$ cat src/rtl/glow_plug_current_regulator_macros.svh
// ----------------------------------------------------------------------------
// Glow plug current regulator assertion macros
// Shared concurrent assertion forms, sampled on the rising edge, off in reset.
// ----------------------------------------------------------------------------
`ifndef GLOW_PLUG_CURRENT_REGULATOR_MACROS_SVH
`define GLOW_PLUG_CURRENT_REGULATOR_MACROS_SVH

// same-cycle implication
`define GPCR_ASSERT_SAME(label, clk, rst_n, ante, cons) \
    label: assert property (@(posedge clk) disable iff (!rst_n) (ante) |-> (cons)) \
        else $error("gpcr assertion failed");

// next-cycle implication
`define GPCR_ASSERT_NEXT(label, clk, rst_n, ante, cons) \
    label: assert property (@(posedge clk) disable iff (!rst_n) (ante) |=> (cons)) \
        else $error("gpcr assertion failed");

`endif

$ cat src/rtl/gpcr_pkg.sv
// ----------------------------------------------------------------------------
// gpcr_pkg
// Types, register indexes and reset values shared by the regulator modules.
// ----------------------------------------------------------------------------
`default_nettype none

package gpcr_pkg;

    localparam int unsigned CFG_INDEX_W = 3;
    localparam int unsigned CFG_DATA_W  = 16;

    typedef enum logic [CFG_INDEX_W-1:0] {
        CFG_PWM_PERIOD      = 3'd0,
        CFG_STICK_OFF_THR   = 3'd1,
        CFG_THROTTLE_INV    = 3'd2,
        CFG_OVERCURRENT_LIM = 3'd3,
        CFG_STARTUP_TARGET  = 3'd4,
        CFG_RUNNING_TARGET  = 3'd5,
        CFG_BAND_HYST       = 3'd6,
        CFG_STARTUP_SECONDS = 3'd7
    } cfg_index_t;

    localparam logic [15:0] RST_PWM_PERIOD      = 16'd1000;
    localparam logic [15:0] RST_STICK_OFF_THR   = 16'd1500;
    localparam logic        RST_THROTTLE_INV    = 1'b0;
    localparam logic [11:0] RST_OVERCURRENT_LIM = 12'd1800;
    localparam logic [11:0] RST_STARTUP_TARGET  = 12'd500;
    localparam logic [11:0] RST_RUNNING_TARGET  = 12'd350;
    localparam logic [11:0] RST_BAND_HYST       = 12'd20;
    localparam logic [7:0]  RST_STARTUP_SECONDS = 8'd120;

    localparam logic [31:0] MS_PER_SECOND = 32'd1000;

    typedef struct packed {
        logic [15:0] pwm_period;
        logic [15:0] stick_off_threshold;
        logic        stick_reverse;
        logic [11:0] overcurrent_limit;
        logic [11:0] startup_target;
        logic [11:0] running_target;
        logic [11:0] band_hysteresis;
        logic [7:0]  startup_seconds;
    } cfg_t;

    typedef struct packed {
        logic        pulse_valid;
        logic [15:0] stick_width;
        logic [11:0] current_sample;
        logic [31:0] now_ms;
    } in_word_t;

    typedef struct packed {
        logic [15:0] duty;
        logic        timer_enabled;
        logic        regulating;
        logic        running_mode;
        logic        over_current;
    } out_word_t;

endpackage

`default_nettype wire

$ cat src/rtl/gpcr_cfg.sv
// ----------------------------------------------------------------------------
// gpcr_cfg
// Configuration register file, written one register per handshake.
// ----------------------------------------------------------------------------
`default_nettype none

module gpcr_cfg
    import gpcr_pkg::*;
(
    input  wire logic                   clk,
    input  wire logic                   rst_n,
    input  wire logic                   cfg_valid,
    output logic                        cfg_ready,
    input  wire logic [CFG_INDEX_W-1:0] cfg_index,
    input  wire logic [CFG_DATA_W-1:0]  cfg_data,
    output cfg_t                        cfg
);

    cfg_t cfg_reg;
    cfg_t cfg_next;

    assign cfg_ready = 1'b1;
    assign cfg       = cfg_reg;

    always_comb
    begin
        cfg_next = cfg_reg;
        if (cfg_valid)
        begin
            case (cfg_index_t'(cfg_index))
                CFG_PWM_PERIOD:      cfg_next.pwm_period          = cfg_data;
                CFG_STICK_OFF_THR:   cfg_next.stick_off_threshold = cfg_data;
                CFG_THROTTLE_INV:    cfg_next.stick_reverse       = cfg_data[0];
                CFG_OVERCURRENT_LIM: cfg_next.overcurrent_limit   = cfg_data[11:0];
                CFG_STARTUP_TARGET:  cfg_next.startup_target      = cfg_data[11:0];
                CFG_RUNNING_TARGET:  cfg_next.running_target      = cfg_data[11:0];
                CFG_BAND_HYST:       cfg_next.band_hysteresis     = cfg_data[11:0];
                CFG_STARTUP_SECONDS: cfg_next.startup_seconds     = cfg_data[7:0];
                default:             cfg_next = cfg_reg;
            endcase
        end
    end

    always_ff @(posedge clk or negedge rst_n)
    begin
        if (!rst_n)
        begin
            cfg_reg.pwm_period          <= RST_PWM_PERIOD;
            cfg_reg.stick_off_threshold <= RST_STICK_OFF_THR;
            cfg_reg.stick_reverse       <= RST_THROTTLE_INV;
            cfg_reg.overcurrent_limit   <= RST_OVERCURRENT_LIM;
            cfg_reg.startup_target      <= RST_STARTUP_TARGET;
            cfg_reg.running_target      <= RST_RUNNING_TARGET;
            cfg_reg.band_hysteresis     <= RST_BAND_HYST;
            cfg_reg.startup_seconds     <= RST_STARTUP_SECONDS;
        end
        else
        begin
            cfg_reg <= cfg_next;
        end
    end

endmodule

`default_nettype wire

$ cat src/rtl/gpcr_core.sv
// ----------------------------------------------------------------------------
// gpcr_core
// Control pass logic and regulator state: mode timing, pulse check, duty step.
// ----------------------------------------------------------------------------
`default_nettype none
`include "glow_plug_current_regulator_macros.svh"

module gpcr_core
    import gpcr_pkg::*;
(
    input  wire logic     clk,
    input  wire logic     rst_n,
    input  wire logic     step,
    input  wire cfg_t     cfg,
    input  wire in_word_t word,
    output out_word_t     result
);

    logic        regulate_reg;
    logic        running_reg;
    logic [7:0]  seconds_reg;
    logic [31:0] mark_reg;
    logic [15:0] duty_reg;
    logic        timer_reg;

    logic        regulate_next;
    logic        running_next;
    logic [7:0]  seconds_next;
    logic [31:0] mark_next;
    logic [15:0] duty_next;
    logic        timer_next;
    logic        over_next;

    logic [31:0] elapsed;
    logic        tick;
    logic [7:0]  seconds_inc;
    logic        enter_running;
    logic        stick_off;
    logic [11:0] target;
    logic [12:0] sample_plus_hyst;
    logic [12:0] target_plus_hyst;
    logic        below_band;
    logic        above_band;

    assign elapsed       = word.now_ms - mark_reg;
    assign tick          = !running_reg && (elapsed >= MS_PER_SECOND);
    assign seconds_inc   = seconds_reg + 8'd1;
    assign enter_running = tick && (seconds_inc >= cfg.startup_seconds);

    assign stick_off = cfg.stick_reverse ? (word.stick_width <= cfg.stick_off_threshold)
                                         : (word.stick_width >= cfg.stick_off_threshold);

    assign target           = (running_reg || enter_running) ? cfg.running_target
                                                             : cfg.startup_target;
    assign sample_plus_hyst = {1'b0, word.current_sample} + {1'b0, cfg.band_hysteresis};
    assign target_plus_hyst = {1'b0, target} + {1'b0, cfg.band_hysteresis};
    assign below_band       = sample_plus_hyst < {1'b0, target};
    assign above_band       = {1'b0, word.current_sample} > target_plus_hyst;

    always_comb
    begin
        seconds_next  = seconds_reg;
        mark_next     = mark_reg;
        running_next  = running_reg;
        regulate_next = regulate_reg;
        duty_next     = duty_reg;
        timer_next    = timer_reg;
        over_next     = 1'b0;

        if (tick)
        begin
            mark_next    = word.now_ms;
            seconds_next = seconds_inc;
            if (enter_running)
            begin
                running_next = 1'b1;
            end
        end

        if (!word.pulse_valid)
        begin
            duty_next     = '0;
            timer_next    = 1'b0;
            regulate_next = 1'b0;
        end
        else if (!regulate_reg)
        begin
            if (!stick_off)
            begin
                timer_next    = 1'b1;
                regulate_next = 1'b1;
            end
        end
        else if (stick_off)
        begin
            duty_next     = '0;
            regulate_next = 1'b0;
        end
        else if (word.current_sample >= cfg.overcurrent_limit)
        begin
            over_next = 1'b1;
            if (duty_reg != '0)
            begin
                duty_next = duty_reg - 16'd1;
            end
        end
        else if (below_band)
        begin
            if (duty_reg < cfg.pwm_period)
            begin
                duty_next = duty_reg + 16'd1;
            end
        end
        else if (above_band)
        begin
            if (duty_reg != '0)
            begin
                duty_next = duty_reg - 16'd1;
            end
        end
    end

    assign result.duty          = duty_next;
    assign result.timer_enabled = timer_next;
    assign result.regulating    = regulate_next;
    assign result.running_mode  = running_next;
    assign result.over_current  = over_next;

    always_ff @(posedge clk or negedge rst_n)
    begin
        if (!rst_n)
        begin
            regulate_reg <= 1'b0;
            running_reg  <= 1'b0;
            seconds_reg  <= '0;
            mark_reg     <= '0;
            duty_reg     <= '0;
            timer_reg    <= 1'b0;
        end
        else if (step)
        begin
            regulate_reg <= regulate_next;
            running_reg  <= running_next;
            seconds_reg  <= seconds_next;
            mark_reg     <= mark_next;
            duty_reg     <= duty_next;
            timer_reg    <= timer_next;
        end
    end

    `GPCR_ASSERT_SAME(a_timer_off_duty_zero, clk, rst_n, !timer_reg, duty_reg == '0)
    `GPCR_ASSERT_SAME(a_regulating_timer_on, clk, rst_n, regulate_reg, timer_reg)
    `GPCR_ASSERT_NEXT(a_running_sticky, clk, rst_n, running_reg, running_reg)
    `GPCR_ASSERT_SAME(a_over_only_regulating, clk, rst_n, over_next, regulate_reg && regulate_next)

endmodule

`default_nettype wire

$ cat src/rtl/glow_plug_current_regulator.sv
// ----------------------------------------------------------------------------
// glow_plug_current_regulator
// Glow plug PWM duty regulator: one control pass per input word.
// ----------------------------------------------------------------------------
// Usage:
//   Input channel (in_valid/in_ready) carries one control pass per word:
//   pulse validity, throttle width, current sample and millisecond time.
//   Output channel (out_valid/out_ready) returns one word per input word:
//   duty, timer enable, regulating state, running mode and overcurrent flag.
//   Configuration channel (cfg_valid/cfg_ready) writes one register per word;
//   it is always ready; the user must write it only while the block is idle
//   (not enforced by the block). Words pass the input register, then the
//   result register. Throughput: one word per cycle while out_ready holds,
//   set by the single compare and increment pass between the two registers.
//   Reset loads the default configuration, startup mode, waiting state,
//   duty zero and timer off; both pipeline stages come up empty.
//   A stalled receiver holds the result register; the input register fills,
//   then in_ready drops until out_ready returns.
// ----------------------------------------------------------------------------
`default_nettype none

module glow_plug_current_regulator
    import gpcr_pkg::*;
(
    input  wire logic                   clk,
    input  wire logic                   rst_n,
    input  wire logic                   in_valid,
    output logic                        in_ready,
    input  wire logic                   pulse_valid,
    input  wire logic [15:0]            stick_width,
    input  wire logic [11:0]            current_sample,
    input  wire logic [31:0]            now_ms,
    output logic                        out_valid,
    input  wire logic                   out_ready,
    output logic [15:0]                 duty,
    output logic                        timer_enabled,
    output logic                        regulating,
    output logic                        running_mode,
    output logic                        over_current,
    input  wire logic                   cfg_valid,
    output logic                        cfg_ready,
    input  wire logic [CFG_INDEX_W-1:0] cfg_index,
    input  wire logic [CFG_DATA_W-1:0]  cfg_data
);

    cfg_t      cfg;
    in_word_t  in_word_reg;
    logic      in_valid_reg;
    out_word_t out_word_reg;
    logic      out_valid_reg;
    out_word_t pass_result;
    logic      advance;
    logic      step;

    gpcr_cfg u_cfg (
        .clk       (clk),
        .rst_n     (rst_n),
        .cfg_valid (cfg_valid),
        .cfg_ready (cfg_ready),
        .cfg_index (cfg_index),
        .cfg_data  (cfg_data),
        .cfg       (cfg)
    );

    assign advance  = !out_valid_reg || out_ready;
    assign step     = in_valid_reg && advance;
    assign in_ready = !in_valid_reg || advance;

    gpcr_core u_core (
        .clk    (clk),
        .rst_n  (rst_n),
        .step   (step),
        .cfg    (cfg),
        .word   (in_word_reg),
        .result (pass_result)
    );

    always_ff @(posedge clk or negedge rst_n)
    begin
        if (!rst_n)
        begin
            in_valid_reg  <= 1'b0;
            out_valid_reg <= 1'b0;
        end
        else
        begin
            if (in_ready)
            begin
                in_valid_reg <= in_valid;
            end
            if (advance)
            begin
                out_valid_reg <= in_valid_reg;
            end
        end
    end

    always_ff @(posedge clk)
    begin
        if (in_valid && in_ready)
        begin
            in_word_reg.pulse_valid    <= pulse_valid;
            in_word_reg.stick_width    <= stick_width;
            in_word_reg.current_sample <= current_sample;
            in_word_reg.now_ms         <= now_ms;
        end
        if (step)
        begin
            out_word_reg <= pass_result;
        end
    end

    assign out_valid     = out_valid_reg;
    assign duty          = out_word_reg.duty;
    assign timer_enabled = out_word_reg.timer_enabled;
    assign regulating    = out_word_reg.regulating;
    assign running_mode  = out_word_reg.running_mode;
    assign over_current  = out_word_reg.over_current;

endmodule

`default_nettype wire
$ cat config.mk
export PLATFORM = sky130hd
export DESIGN_NAME = glow_plug_current_regulator
export DESIGN_NICKNAME = d
export VERILOG_FILES = /design/src/rtl/gpcr_pkg.sv /design/src/rtl/gpcr_cfg.sv /design/src/rtl/gpcr_core.sv /design/src/rtl/glow_plug_current_regulator.sv
export VERILOG_INCLUDE_DIRS = /design/src /design/src/rtl
export SDC_FILE = /design/constraint.sdc
export NUM_CORES = 1
export LEC_CHECK = 0
export ABC_AREA = 1
export BUFFER_PORTS_ARGS = -buffer_cell sky130_fd_sc_hd__buf_2
export CORE_ASPECT_RATIO = 1.5
export CORE_MARGIN = 3
export CORE_UTILIZATION = 55
export CTS_BUF_LIST = sky130_fd_sc_hd__clkbuf_8
export DETAILED_ROUTE_END_ITERATION = 10
export PLACE_DENSITY_LB_ADDON = 0.3
export SYNTH_ARGS = -nofsm -noshare
export SYNTH_HDL_FRONTEND = slang
export SYNTH_SLANG_ARGS = --single-unit
$ cat constraint.sdc
create_clock -name clk -period 5.4 [get_ports clk]
set_input_delay 0.81 -clock clk [delete_from_list [all_inputs] [get_ports clk]]
set_output_delay 0.81 -clock clk [all_outputs]
set_load 0.005 [all_outputs]
## After elaboration in Yosys (flattened, before gate mapping)

Cells that the tools add are included.
W data, S select, Z words.

- Register bits: 231
- Latch bits: 0
- RAM bits: 0
- Memory bits (read-only): 0
- Input bits: 85
- Word-level logic and storage cells: 88
- Memories kept: 0

- $add $sub $neg: 6
- $mul: 0
- Divide/modulo/power cells: 0
- Order comparisons: 8
- Equal/unequal tests: 7
- Shift-type cells: 0
- Mux-type cells: 18
- Bitwise logic cells: 2
- Reductions and logical operators: 22

Operators by type and width:

| operator | count |
|---|---|
| $mux W16 | 8 |
| $ge A32 B10 Y1 const B | 1 |
| $sub A32 B32 Y32 | 1 |
| $add A12 B12 Y13 | 2 |
| $reduce_and A2 Y1 | 9 |
| $add A16 B1 Y16 const B | 1 |
| $ge A16 B16 Y1 | 1 |
| $le A16 B16 Y1 | 1 |
| $lt A16 B16 Y1 | 1 |
| $reduce_bool A16 Y1 | 1 |
| $sub A16 B1 Y16 const B | 1 |
| $gt A12 B13 Y1 | 1 |
| $lt A13 B12 Y1 | 1 |
| $eq A3 B3 Y1 const B | 4 |
| $ge A12 B12 Y1 | 1 |
| $mux W12 | 1 |
| $mux W1 | 9 |
| $add A8 B1 Y8 const B | 1 |
| $ge A8 B8 Y1 | 1 |
| $eq A3 B2 Y1 const B | 2 |
| $logic_and A1 B1 Y1 | 4 |
| $eq A3 B1 Y1 const B | 1 |
| $logic_not A1 Y1 | 3 |
| $logic_not A3 Y1 | 1 |
| 3 further kinds | 6 |

## Longest topological paths before layout

- Word-level depth: 14
- Depth in mapped cells: 51
- Gate-level depth less buffers: 49

## Modules after synthesis

Synthesis repeated with hierarchy kept, for this count alone.

- Cells, all modules: 2051
- Area, all modules: 15491.1 um^2

By module, submodules not included:

| module | instances | cells each | area an instance (um^2) | sequential area each (um^2) |
|---|---|---|---|---|
| gpcr_core | 1 | 1555 | 9411.5 | 1476.4 |
| gpcr_cfg | 1 | 403 | 3552.2 | 2270.9 |
| glow_plug_current_regulator | 1 | 93 | 2527.4 | 2482.4 |

## Least setup slack after synthesis

OpenSTA, ideal clock, no wires.

- Kind: register to register
- From: register in_word_reg[0] (netlist name)
- To: register out_word_reg (netlist bit duty[6]) (data pin)
- Arrival: 5689 ps
- Required time: 5133 ps
- Slack: -556 ps
- Stages on the path, launching flop included: 50
- Path buffers: 2
- Cells stage by stage: edfxtp_1 > inv_1 > ha_1 > inv_1 > fa_1 > nand3_1 > nand3_1 > nand2_1 > nand2_2 > nand2_1 > nand2_1 > nand2_1 > nand2_1 > nor2_1 > nand2_1 > nor2_1 > nand2_1 > nor2_1 > [... 14 more ...] > a21oi_1 > o21ai_0 > a21oi_1 > xor2_1 > ha_1 > nand2_1 > nor4_1 > o21ai_0 > o311ai_2 > nand2_1 > clkbuf_1 > nand2_1 > nand2_1 > nand2_2 > nand2_1 > nand2_1 > nand2_1 > a21boi_1

RTL lines:

| item | RTL line | text |
|---|---|---|
| start, declared | glow_plug_current_regulator.sv:47 | `in_word_t in_word_reg;` |
| end signal, assigned | glow_plug_current_regulator.sv:109 | `out_word_reg <= pass_result;` |
| end, declared | glow_plug_current_regulator.sv:49 | `out_word_t out_word_reg;` |

==> impl_metrics.tcl <==
set metrics [dict create \
    path_common_cell "nand2_1" \
    yosys.cell_types.count 51 \
    synth_top_area_cell "dfrtp_1" \
    crit_path_max_incr_delay_ps 420 \
    setup_viol 32 \
    drc_errors 0 \
    clock_path_buffers 3 \
    period_needed_ps 6030 \
    die_area_mm2 0.0298 \
    p_int_w 0.00433 \
    pwr-share-clk_pct 22.2 \
    fin_skew_ps 45.0 \
    cts_htree_levels 2 \
    power_frac_seq_pct 32.5 \
    routedWlPerCell_um 15.8 \
    path_class "flip-flop to flip-flop" \
    rsz0062_at_grt "yes" \
    crit_start "in_word_reg[7]" \
    dp_hpwl_mm 30.1 \
    antenna_found_initial 2 \
    violations "setup timing" \
    synth_area_mm2 0.0152 \
    synthFlopType "dfrtp_1" \
    fmax_mhz 166 \
    required_ps 5710 \
    p_sw_share_pct 40.2 \
    slew_headroom_pct 30.4 \
    worst_pin_slew_ps 1040 \
    drive_above_1_share_pct 22.0 \
    ys_seq_elements 231 \
    cp-start-kind "flip-flop" \
    power_frac_comb_pct 45.3 \
    crit_path_max_fanout 7 \
    grt_pass1_wl_mm 65.9 \
    hp-class "input port to async pin" \
    synth.avg_cell_area_um2 7.73 \
    timing.final.crit_share_pct 112 \
    routed_wl_mm 41.1 \
    async_flop_share_pct 64.9 \
    overflow 0 \
    dp_slack_ps -866 \
    stdcell_area_mm2 0.0186 \
    yosys_warnings 0 \
    numCtsBuffers 40 \
    root_buffer "clkbuf_8" \
    initial_utilization_pct 55.8 \
    core_area_mm2 0.0273 \
    rows 74 \
    cp-endpoint "duty[6]" \
    dr.pass1.iters 5 \
    synthTopCellsByArea "dfrtp_1 (19%), edfxtp_1 (16%), nand2_1 (14%)" \
    drt_iter0_drc 756 \
    drv_slew 0 \
    cp_slowest_cell "fa_1" \
    path_clk_slew_ps 60 \
    gp_congestion 0.961 \
    syn-instance-count 1972 \
    nNetsFinal 2448 \
    p_sw_w 0.00290 \
    route.vias.total 13800 \
    portBuffers 106 \
    clkSinkCount 231 \
    avgViaCountPerCell 5.30 \
    grt_pass1_vias 13800 \
    final.setup.worst_slack_ps -634 \
    grt_max_degree 108 \
    reg2reg_depth 42 \
    pin_count 108 \
    hold_viol_final 0 \
    reg2reg_from "in_word_reg[7]" \
    area_growth_pct 21.8 \
    arrival_ps 6350 \
    r2r-end "duty[6]" \
    cts_tree "yes" \
    ys_seq_area_share_pct 40.9 \
    vdd_ir_drop_max_v 0.000220 \
    status "complete, but fails checks" \
    power.density_mw_per_mm2 389 \
    synth-edff-count 81 \
    antenna_left 0 \
    cp-end-kind "flip-flop" \
    leakage_nw 9.52 \
    largest_reg_flops 89 \
    die_y_um 210 \
    die_w_um 142 \
    insertion_delay_ps 590 \
    cap_violations 0 \
    grt_usage_pct 27.3 \
    synthesis.nets 2193 \
    power.total_w 0.00723 \
    dpl_cell_area_mm2 0.0171 \
    yosysTopAreaCellShare_pct 18.9 \
    rrSetupSlack_ps -630 \
]
-- timing repair --
| action | in CTS | in global routing |
|---|---|---|
| hold buffers | 0 | 0 |
| cloned | 0 | 2 |
| pin swaps | 3 | 30 |
| gates resized for setup | 29 | 84 |
| setup endpoints to repair | 32 | 32 |
| hold endpoints to repair | 0 | 0 |
| setup buffers | 8 | 9 |
-- layout make-up --
cell class,count,area (µm²)
timing repair buffer,263,1800
clock buffer,44,606
multi-input combinational,1381,8150
fill,2291,8740
antenna,1,2.50
sequential,231,6230
clock inverter,29,190
inverter,310,1170
tap,342,428
-- through the flow --
| step | util, % | std cells | hold WS [ps] | setup TNS, ps |
|---|---|---|---|---|
| 2_1_floorplan | - | 1972 | 453 | -4850 |
| 3_3_place_gp | 62.7 | 2509 | 466 | -21040 |
| 3_5_place_dp | 62.7 | 2509 | 473 | -26570 |
| 4_1_cts | 66.3 | 2590 | 360 | -16520 |
| 5_1_grt | 68.0 | 2601 | 374 | -32070 |
| 6_report | 68.0 | 2601 | 351 | -18980 |
-- cells in the mapped netlist (35+ instances only) --
library cell    n
xor2_1         53
edfxtp_1       81
clkbuf_1       41
ha_1          133
dfrtp_1       115
o21ai_0       157
nor2_1         86
nand2_1       586
inv_1         296
a21oi_1       105
dfstp_2        35
nand3_1        99
-- cell families (layout without fill, tap and decap cells) --
family / after synthesis / in the layout / synth area share, %
other: 1 / 2 / 0.0246
flip-flops: 231 / 231 / 40.9
XOR/XNOR: 61 / 61 / 3.50
AO/OA/AOI/OAI: 317 / 317 / 11.4
adder cells (fa/ha/maj): 136 / 136 / 11.3
AND/OR/NAND/NOR: 866 / 866 / 23.9
buffers and inverters: 360 / 646 / 8.98
-- power by group through the flow --
| stage | clock network [W] | logic (W) | registers (W) |
|---|---|---|---|
| 6_report | 0.00161 | 0.00328 | 0.00235 |
| 5_1_grt | 0.00172 | 0.00368 | 0.00238 |
| 4_1_cts | 0.00165 | 0.00303 | 0.00234 |
| 3_5_place_dp | 0 | 0.00295 | 0.00237 |
| 3_3_place_gp | 0 | 0.00289 | 0.00236 |
| 2_1_floorplan | 0 | 0.00212 | 0.00229 |
-- metal layers --
layer	GRT usage, %	wire length (µm)
met1	29.8	15300
met2	51.2	22000
met3	4.04	1850
met4	12.9	2000
met5	0	18
-- how the worst min path moves through the flow --
| stage | from | endpoint | slack (ps) | cells after the start |
|---|---|---|---|---|
| 6_report | rst_n | u_core.duty_reg[14] | 350 | 1 |
| 5_1_grt | current_sample[7] | in_word_reg[39] | 370 | 1 |
| 4_1_cts | current_sample[4] | in_word_reg[36] | 360 | 1 |
| 3_5_place_dp | u_cfg.cfg[33] | u_cfg.cfg[33] | 470 | 2 |
| 3_3_place_gp | u_cfg.cfg[46] | u_cfg.cfg[46] | 470 | 2 |
| 2_1_floorplan | u_cfg.cfg[20] | u_cfg.cfg[20] | 450 | 2 |
-- placed cells by master, fill, tap and decap left out, types with 48 or more instances in the layout --
master,instances
xor2_1,52
nand2_1,550
ha_1,120
nand2_2,48
buf_4,148
buf_2,105
inv_1,302
o21ai_0,146
nor2_1,82
dfrtp_1,115
a21oi_1,92
edfxtp_1,81
nand3_1,94
-- critical path, delay by kind of cell, from the launching register on --
kind | cells | cell delay [ps]
AND/OR/NAND/NOR | 22 | 2000
flip-flops | 1 | 390
AO/OA/AOI/OAI | 6 | 800
XOR/XNOR | 2 | 270
buffers and inverters | 8 | 1110
adder cells (fa/ha/maj) | 4 | 1210
(Power assumes the default switching activity.)
